===== src/hdl/wpm_pkg.sv =====
package wpm_pkg;

   // Sizing of the search window and of the line
   localparam int PATTERN_MAX = 16;
   localparam int LINE_MAX    = 256;
   localparam int WIN_DEPTH   = PATTERN_MAX + 1;
   localparam int COL_W       = $clog2(LINE_MAX + 1);
   localparam int WIN_IDX_W   = $clog2(WIN_DEPTH);

   // Configuration register indexes
   localparam logic [2:0] REG_PATTERN_LO   = 3'd0;
   localparam logic [2:0] REG_PATTERN_HI   = 3'd1;
   localparam logic [2:0] REG_PATTERN_LEN  = 3'd2;
   localparam logic [2:0] REG_START_ANCHOR = 3'd3;
   localparam logic [2:0] REG_END_ANCHOR   = 3'd4;
   localparam logic [2:0] REG_WHOLE_WORD   = 3'd5;

   // Character codes
   localparam logic [7:0] ANY_CHAR   = 8'h3F;
   localparam logic [7:0] UNDERSCORE = 8'h5F;

   // Compare results of one window cell
   typedef struct packed {
      logic eq_now;   // stored character agrees with its pattern byte
      logic eq_next;  // character being shifted in agrees with its pattern byte
   } cmp_type;

   // One result beat
   typedef struct packed {
      logic       hit_prev;
      logic [7:0] hit_prev_col;
      logic       hit_here;
      logic [7:0] hit_here_col;
      logic       line_matched;
      logic       done_res;
   } res_type;

   function automatic logic is_word(input logic [7:0] c);
      return (c >= 8'h41 && c <= 8'h5A) || (c >= 8'h61 && c <= 8'h7A) ||
             (c >= 8'h30 && c <= 8'h39) || (c == UNDERSCORE);
   endfunction

   function automatic logic [7:0] pat_byte(input logic [127:0] pat, input logic [3:0] idx);
      return pat[{idx, 3'b000} +: 8];
   endfunction

endpackage


===== src/hdl/wpm_cell.sv =====
module wpm_cell (
   input  logic               clock,
   input  logic               reset,
   input  logic               shift_en,
   input  logic               clear,
   input  logic [7:0]         ch_in,
   input  logic [7:0]         pat,
   input  logic               pat_en,
   output logic [7:0]         ch_out,
   output wpm_pkg::cmp_type   cmp
);

   logic [7:0] char_ff;
   logic [7:0] char_in;

   // Take the neighbor's character on a shift, drop it at line end
   always_comb begin
      char_in = char_ff;
      if (clear) begin
         char_in = 8'd0;
      end else if (shift_en) begin
         char_in = ch_in;
      end
   end

   always_ff @(posedge clock) begin
      if (reset) begin
         char_ff <= 8'd0;
      end else begin
         char_ff <= char_in;
      end
   end

   // Compare both the held and the incoming character to this cell's pattern byte
   assign cmp.eq_now  = !pat_en || (pat == wpm_pkg::ANY_CHAR) || (pat == char_ff);
   assign cmp.eq_next = !pat_en || (pat == wpm_pkg::ANY_CHAR) || (pat == ch_in);
   assign ch_out      = char_ff;

endmodule


===== src/hdl/wpm_outq.sv =====
module wpm_outq (
   input  logic               clock,
   input  logic               reset,
   input  logic               push,
   input  wpm_pkg::res_type   push_data,
   output logic               full,
   output logic               out_valid,
   output wpm_pkg::res_type   out_data,
   input  logic               out_stall
);

   logic             main_valid_ff;
   logic             skid_valid_ff;
   wpm_pkg::res_type main_ff;
   wpm_pkg::res_type skid_ff;
   logic             take;

   assign take = main_valid_ff && !out_stall;

   // Control: refill the output register from the skid stage first
   always_ff @(posedge clock) begin
      if (reset) begin
         main_valid_ff <= 1'b0;
         skid_valid_ff <= 1'b0;
      end else if (skid_valid_ff) begin
         if (take) begin
            skid_valid_ff <= 1'b0;
         end
      end else if (push) begin
         if (main_valid_ff && !take) begin
            skid_valid_ff <= 1'b1;
         end
         main_valid_ff <= 1'b1;
      end else if (take) begin
         main_valid_ff <= 1'b0;
      end
   end

   // Payload: hold a stalled beat, park a new one in the skid stage
   always_ff @(posedge clock) begin
      if (skid_valid_ff) begin
         if (take) begin
            main_ff <= skid_ff;
         end
      end else if (push) begin
         if (main_valid_ff && !take) begin
            skid_ff <= push_data;
         end else begin
            main_ff <= push_data;
         end
      end
   end

   assign full      = skid_valid_ff;
   assign out_valid = main_valid_ff;
   assign out_data  = main_ff;

endmodule


===== src/hdl/wildcard_pattern_line_matcher.sv =====
// Streams one text line a character per beat and reports each non-overlapping,
// leftmost-first match of a pattern of up to 16 characters ('?' matches any
// character), with optional start anchor, end anchor and whole-word modes.
// Every input beat yields exactly one result beat: a match is confirmed on the
// beat after its last character (hit_prev), and the line-end beat also carries
// a match ending on the last character (hit_here) and the line summary. The
// block takes one character per clock while req_stall is low; a row of 17
// character cells shifts the window one place per accepted character and
// compares all pattern positions in parallel, and the result is registered
// in the output buffer as the beat is taken. A two-entry output buffer lets
// input continue for one beat while a result is stalled. Characters beyond
// column 255 are ignored. Configuration writes belong between lines.
module wildcard_pattern_line_matcher (
   input  logic         clock,
   input  logic         reset,
   // input channel
   input  logic         req_valid,
   output logic         req_stall,
   input  logic [7:0]   req_ch,
   input  logic         req_line_end,
   // result channel
   output logic         rsp_valid,
   input  logic         rsp_stall,
   output logic         rsp_hit_prev,
   output logic [7:0]   rsp_hit_prev_col,
   output logic         rsp_hit_here,
   output logic [7:0]   rsp_hit_here_col,
   output logic         rsp_line_matched,
   output logic         rsp_done_res,
   // configuration
   input  logic         csr_write,
   input  logic [2:0]   csr_index,
   input  logic [63:0]  csr_data
);

   localparam int WIN   = wpm_pkg::WIN_DEPTH;
   localparam int PMAX  = wpm_pkg::PATTERN_MAX;
   localparam int COL_W = wpm_pkg::COL_W;

   // Configuration registers
   logic [63:0] pattern_lo_ff;
   logic [63:0] pattern_hi_ff;
   logic [4:0]  pattern_len_ff;
   logic        start_anchor_ff;
   logic        end_anchor_ff;
   logic        whole_word_ff;

   // Line state
   logic [COL_W-1:0] column_ff, column_in;
   logic [COL_W-1:0] next_free_ff, next_free_in;
   logic             any_match_ff, any_match_in;
   logic             anchor_used_ff, anchor_used_in;

   logic                 accept;
   logic                 kept;
   logic                 plen_ok;
   logic [7:0]           win [WIN];
   wpm_pkg::cmp_type     cmp [WIN];
   logic [PMAX-1:0]      eq_now_v;
   logic [PMAX-1:0]      eq_next_v;
   logic                 bnd_now_word;
   logic                 bnd_next_word;
   logic [COL_W-1:0]     plen_c;
   logic [COL_W-1:0]     n_here;
   logic [COL_W-1:0]     nfc_mid;
   logic                 anch_mid;
   logic                 hp;
   logic                 hh;
   logic                 hh_eq;
   logic [COL_W-1:0]     s_prev;
   logic [COL_W-1:0]     s_here;
   wpm_pkg::res_type     res;
   wpm_pkg::res_type     out_res;

   // Window ending at column n-1 passes every positional, mode and character check
   function automatic logic try_ok(
      input logic [COL_W-1:0] n,
      input logic [COL_W-1:0] plen,
      input logic             fsep,
      input logic [COL_W-1:0] nfc,
      input logic             anch,
      input logic             eq_all,
      input logic             bnd_word,
      input logic             sa,
      input logic             ww
   );
      logic [COL_W-1:0] s;
      s = n - plen;
      return (n >= plen) && (s >= nfc) && !anch && !(sa && s != '0) &&
             !(ww && (!fsep || (s != '0 && bnd_word))) && eq_all;
   endfunction

   // Configuration writes
   always_ff @(posedge clock) begin
      if (reset) begin
         pattern_lo_ff   <= 64'd0;
         pattern_hi_ff   <= 64'd0;
         pattern_len_ff  <= 5'd0;
         start_anchor_ff <= 1'b0;
         end_anchor_ff   <= 1'b0;
         whole_word_ff   <= 1'b0;
      end else if (csr_write) begin
         case (csr_index)
            wpm_pkg::REG_PATTERN_LO:   pattern_lo_ff   <= csr_data;
            wpm_pkg::REG_PATTERN_HI:   pattern_hi_ff   <= csr_data;
            wpm_pkg::REG_PATTERN_LEN:  pattern_len_ff  <= csr_data[4:0];
            wpm_pkg::REG_START_ANCHOR: start_anchor_ff <= csr_data[0];
            wpm_pkg::REG_END_ANCHOR:   end_anchor_ff   <= csr_data[0];
            wpm_pkg::REG_WHOLE_WORD:   whole_word_ff   <= csr_data[0];
            default: ;
         endcase
      end
   end

   assign accept  = req_valid && !req_stall;
   assign kept    = column_ff < COL_W'(wpm_pkg::LINE_MAX);
   assign plen_ok = (pattern_len_ff != 5'd0) && (32'(pattern_len_ff) <= PMAX) &&
                    (pattern_len_ff <= 5'd16);
   assign plen_c  = COL_W'(pattern_len_ff);

   // Row of window cells; cell k lines up with pattern byte len-1-k
   for (genvar k = 0; k < WIN; k++) begin : g_cell
      logic [7:0] ch_in;
      logic [4:0] idx;
      logic       pat_en;
      logic [7:0] pat;

      if (k == 0) begin : g_head
         assign ch_in = req_ch;
      end else begin : g_link
         assign ch_in = win[k-1];
      end

      assign pat_en = plen_ok && ({1'b0, pattern_len_ff} > 6'(k));
      assign idx    = pattern_len_ff - 5'(k) - 5'd1;
      assign pat    = wpm_pkg::pat_byte({pattern_hi_ff, pattern_lo_ff}, idx[3:0]);

      wpm_cell u_cell (
         .clock    (clock),
         .reset    (reset),
         .shift_en (accept && kept),
         .clear    (accept && req_line_end),
         .ch_in    (ch_in),
         .pat      (pat),
         .pat_en   (pat_en),
         .ch_out   (win[k]),
         .cmp      (cmp[k])
      );
   end

   // Gather the per-cell compares
   always_comb begin
      for (int k = 0; k < PMAX; k++) begin
         eq_now_v[k]  = cmp[k].eq_now;
         eq_next_v[k] = cmp[k].eq_next;
      end
   end

   // Character just before the match start, before and after this shift
   always_comb begin
      bnd_now_word  = 1'b0;
      bnd_next_word = 1'b0;
      if (plen_ok) begin
         bnd_now_word = wpm_pkg::is_word(win[pattern_len_ff[wpm_pkg::WIN_IDX_W-1:0]]);
         if (kept) begin
            bnd_next_word =
               wpm_pkg::is_word(win[pattern_len_ff[wpm_pkg::WIN_IDX_W-1:0] - 1'b1]);
         end else begin
            bnd_next_word = bnd_now_word;
         end
      end
   end

   // Match tests: first at the previous character, then at line end
   always_comb begin
      s_prev   = column_ff - plen_c;
      hp       = plen_ok && kept && (column_ff != '0) && !end_anchor_ff &&
                 try_ok(column_ff, plen_c, !wpm_pkg::is_word(req_ch), next_free_ff,
                        anchor_used_ff, &eq_now_v, bnd_now_word,
                        start_anchor_ff, whole_word_ff);
      nfc_mid  = hp ? column_ff : next_free_ff;
      anch_mid = anchor_used_ff || (hp && (start_anchor_ff || end_anchor_ff));
      n_here   = kept ? column_ff + 1'b1 : column_ff;
      s_here   = n_here - plen_c;
      hh_eq    = kept ? &eq_next_v : &eq_now_v;
      hh       = plen_ok && req_line_end &&
                 try_ok(n_here, plen_c, 1'b1, nfc_mid, anch_mid, hh_eq, bnd_next_word,
                        start_anchor_ff, whole_word_ff);
   end

   // Next line state: advance, or return to the start of a line
   always_comb begin
      if (req_line_end) begin
         column_in      = '0;
         next_free_in   = '0;
         any_match_in   = 1'b0;
         anchor_used_in = 1'b0;
      end else begin
         column_in      = n_here;
         next_free_in   = nfc_mid;
         any_match_in   = any_match_ff || hp;
         anchor_used_in = anch_mid;
      end
   end

   always_ff @(posedge clock) begin
      if (reset) begin
         column_ff      <= '0;
         next_free_ff   <= '0;
         any_match_ff   <= 1'b0;
         anchor_used_ff <= 1'b0;
      end else if (accept) begin
         column_ff      <= column_in;
         next_free_ff   <= next_free_in;
         any_match_ff   <= any_match_in;
         anchor_used_ff <= anchor_used_in;
      end
   end

   // Result beat
   always_comb begin
      res.hit_prev     = hp;
      res.hit_prev_col = hp ? 8'(s_prev) : 8'd0;
      res.hit_here     = hh;
      res.hit_here_col = hh ? 8'(s_here) : 8'd0;
      res.line_matched = req_line_end && (any_match_ff || hp || hh);
      res.done_res     = req_line_end;
   end

   wpm_outq u_outq (
      .clock     (clock),
      .reset     (reset),
      .push      (accept),
      .push_data (res),
      .full      (req_stall),
      .out_valid (rsp_valid),
      .out_data  (out_res),
      .out_stall (rsp_stall)
   );

   assign rsp_hit_prev     = out_res.hit_prev;
   assign rsp_hit_prev_col = out_res.hit_prev_col;
   assign rsp_hit_here     = out_res.hit_here;
   assign rsp_hit_here_col = out_res.hit_here_col;
   assign rsp_line_matched = out_res.line_matched;
   assign rsp_done_res     = out_res.done_res;

endmodule


===== config.mk =====
export PLATFORM = sky130hd
export DESIGN_NAME = wildcard_pattern_line_matcher
export DESIGN_NICKNAME = d
export VERILOG_FILES = /design/src/hdl/wpm_pkg.sv /design/src/hdl/wpm_cell.sv /design/src/hdl/wpm_outq.sv /design/src/hdl/wildcard_pattern_line_matcher.sv
export SDC_FILE = /design/constraint.sdc
export NUM_CORES = 1
export LEC_CHECK = 0
export BUFFER_PORTS_ARGS = -buffer_cell sky130_fd_sc_hd__buf_2
export CAP_MARGIN = 20
export CORE_UTILIZATION = 35
export DETAILED_ROUTE_END_ITERATION = 7
export PLACE_DENSITY = 0.62
export SETUP_SLACK_MARGIN = 0.02
export SYNTH_ARGS = -nofsm -noshare
export SYNTH_HDL_FRONTEND = slang
export SYNTH_SLANG_ARGS = --single-unit

===== constraint.sdc =====
create_clock -name clock -period 8.2 [get_ports clock]
set_input_delay 1.23 -clock clock [delete_from_list [all_inputs] [get_ports clock]]
set_output_delay 1.23 -clock clock [all_outputs]
set_load 0.05 [all_outputs]

==> flow_summary.ini <==
[outcome]
status = complete, but fails checks
violations = DRC

[clocking]
clkSlewWorstSetupHoldPaths_ns = 0.07
ctsHoldBuffers = 0
clk_path_buf_depth = 3
insertion_delay_ns = 0.63
htree_levels = 2
cts.sinks = 334
post_cts_buffers = 0
cts_resized = 0
root_buffer = clkbuf_16
numCtsBuffers = 37
cts_tree = done

[synthesis]
ys_top_cells_by_area = mux4_2, dfxtp_1, nand2_1
synth_top_area_share_pct = 24.9
ys_warn_count = 0
synthCells = 3389
ys_ff_latch = 334
syn-num-nets = 3514
postSynthAreaPerCell_um2 = 9.29
yosysSeqAreaShare_pct = 22.5
netlist_area_um2 = 31500
ys_types = 99
synth-main-ff-cell = dfxtp_1
synth_edf_count = 40
synth-async-reset-ratio_pct = 0
yosys.area.top_type = mux4_2

[critical_path]
reg2reg_slack_ns = 0.49
path_class = reg2reg
worstPathRequired_ns = 8.54
regToRegEndpoint = u_outq.skid_ff[1]
r2r_cells = 26
crit_top_cell = a21o_1
crit_arrival_ns = 8.05
rr_startpoint = pattern_len_ff[1]
cp_num_buf_inv = 3
critPathMaxStageDelay_ns = 0.67
path_max_fanout = 139
crit_slowest_cell = mux2i_1
critPathTopFamily = compound AO/OA/AOI/OAI gates
worstSetupStartpointType = register
end_kind = register

[drt]
wl_met1_um = 55000
wl_met2_um = 59600
drt_iter0_drc = 4953
route.detailed.drc = 2
final_antenna_net_count = 0
routed_wl_um = 144000
wire_per_inst_um = 32.1
via_per_inst = 6.70
drtPass1Iterations = 8
wl_met3_um = 19400
top_layer_used = met5
vias = 30100

[final_layout]
nets = 3426
multi_input_area_um2 = 22800
layout_commonest_cell = nand2_1
mostFrequentLayoutCells = nand2_1, mux4_2, a21oi_1
syn_to_final_growth_pct = 8.36
fill_cells = 8827
seq_area_um2 = 7100
drive_gt1_share_pct = 20.5

[power_and_ir_drop]
power_frac_seq_pct = 40.0
peakVddDrop_v = 0.000140
power_leakage_nw = 11.3
p_int_mw = 3.02
p_switching_mw = 1.36
p_sw_share_pct = 31.1
power_frac_clock_pct = 42.3
p_per_area_nw_per_um2 = 129
p_comb_share_pct = 17.6

[placement]
portBuffers = 102
place.gp.congestion = 1.08
hpwl_um = 106000
post-place-ws_ns = 0.729

[timing]
rsz0062_at_grt = no
min_period_over_period_pct = 94.0
tns_ns = 0
worstMarginPinSlew_ns = 1.12
max_slew_margin_pct = 24.6
setup_viol = 0
clock.fmax_mhz = 130
fin_ws_ns = 0.492
skew_ns = 0.0378
fin_crit_ns = 7.71
slew_viol_final = 0
hold_violations = 0

[global_route]
grt_max_degree = 140
antenna_found_initial = 5
gr-usage-all-layers_pct = 31.1
grt_pass1_vias = 27500
overflow = 0
grt_pass1_wl_um = 205000

[die]
coreArea_um2 = 88800
row_count = 109
pin_count = 103
initial_utilization_pct = 35.5
fp.dieArea_um2 = 91100
dieWidth_um = 302
dieHeight_um = 302

[min_path]
hold_depth = 2
min_to = anchor_used_ff
min_from = anchor_used_ff
hold_path.class = reg2reg

[flow_run]
maxCapViolations = 0
-- cell families (layout without fill, tap and decap cells) --
| family | Yosys count | after routing | share of synthesized area, % |
|---|---|---|---|
| AOI/OAI and AO/OA | 608 | 608 | 11.7 |
| xor gates and xnor gates | 330 | 330 | 9.36 |
| adders and majority gates | 44 | 44 | 1.80 |
| buffers and inverters | 362 | 303 | 5.43 |
| DFF | 334 | 334 | 22.5 |
| muxes | 585 | 585 | 32.7 |
| other | 0 | 1 | 0 |
| and+or+nand+nor | 1126 | 1126 | 16.5 |
-- worst register-to-register path, stage by stage, from the launching register on --
cell,delay [ns]
dfxtp_4,0.41
buf_12,0.57
ha_1,0.47
a21oi_2,0.12
xnor2_2,0.16
buf_4,0.38
mux2i_1,0.69
xnor2_1,0.19
nand4_1,0.13
o41ai_1,0.55
o2111ai_1,0.28
a211oi_4,0.47
nand4_1,0.37
o21ai_0,0.31
ha_1,0.27
nand2b_1,0.14
a21o_1,0.18
a21o_1,0.17
a21o_1,0.17
a21o_1,0.17
a21o_1,0.17
a21o_1,0.17
a21o_1,0.17
a21oi_1,0.17
a2111o_1,0.16
buf_4,0.28
a31oi_1,0.12
-- layer usage --
layer  vias up  track usage (%)
li1      12400                -
met1     14700             41.0
met2      2401             44.1
met4         8             18.1
met3       532             10.3
met5         -                0
-- Yosys cell counts, drive strengths merged, types with 11 or more instances --
cell type / number
nor4: 32
nand2: 666
and4: 12
o21a: 12
nor3: 33
nand4: 95
xor2: 137
a22oi: 11
o31ai: 13
buf: 137
ha: 42
nand3: 75
mux4: 350
o22ai: 13
a31oi: 15
clkbuf: 175
nor2b: 18
inv: 49
nand2b: 15
nor2: 100
and3: 14
o21ai: 61
a211oi: 23
and2: 16
dfxtp: 294
edfxtp: 40
o211ai: 20
mux2: 25
mux2i: 210
a21o: 16
xnor2: 193
a21oi: 337
-- power groups by stage --
stage	clock (mW)	sequential, mW	combinational [mW]
3_3_place_gp	0	1.79	0.748
4_1_cts	1.88	1.75	0.750
2_1_floorplan	0	1.78	0.509
6_report	1.86	1.76	0.773
5_1_grt	1.94	1.75	0.813
3_5_place_dp	0	1.79	0.748
-- registers in the layout, indices dropped and copies added, names as in the netlist --
signal,cells
start_anchor_ff,1
u_outq.skid_ff,20
end_anchor_ff,1
u_outq.full,1
u_outq.out_data,20
next_free_ff,9
anchor_used_ff,1
pattern_len_ff,5
column_ff,9
u_outq.out_valid,1
any_match_ff,1
whole_word_ff,1
pattern_hi_ff,64
g_cell.u_cell.ch_out,136
pattern_lo_ff,64
-- metrics by stage --
stage	utilization, %	power (mW)	hold slack (ns)	cells	area, um^2
4_1_cts	38.4	4.38	0.469	4493	34100
5_1_grt	38.4	4.51	0.495	4496	34100
3_3_place_gp	36.9	2.53	0.436	4425	32800
3_5_place_dp	36.9	2.53	0.460	4425	32800
2_1_floorplan	-	2.29	0.426	3389	31500
6_report	38.4	4.39	0.469	4496	34100
-- worst max-delay path by stage --
| stage | slack, ns | to | cells after the start | start |
|---|---|---|---|---|
| after global placement | 0.78 | u_outq.skid_ff[1] | 25 | pattern_len_ff[1] |
| after floorplan | 0.89 | u_outq.out_data[1] | 35 | pattern_len_ff[0] |
| final | 0.49 | u_outq.skid_ff[1] | 26 | pattern_len_ff[1] |
| after global routing | 0.16 | u_outq.skid_ff[1] | 27 | pattern_len_ff[2] |
| after CTS | 0.69 | u_outq.skid_ff[1] | 24 | pattern_len_ff[1] |
| after detailed placement | 0.73 | u_outq.skid_ff[1] | 24 | pattern_len_ff[1] |
-- area by class of cell --
type | count | share of cell area, %
Antenna cell | 1 | 0.00734
Clock buffer | 48 | 2.99
Clock inverter | 20 | 0.873
Inverter | 50 | 0.550
Multi-Input combinational cell | 2693 | 66.9
Sequential cell | 334 | 20.8
Tap cell | 1165 | 4.27
Timing Repair Buffer | 185 | 3.63
No activity file was read; power rests on OpenSTA's default activity.
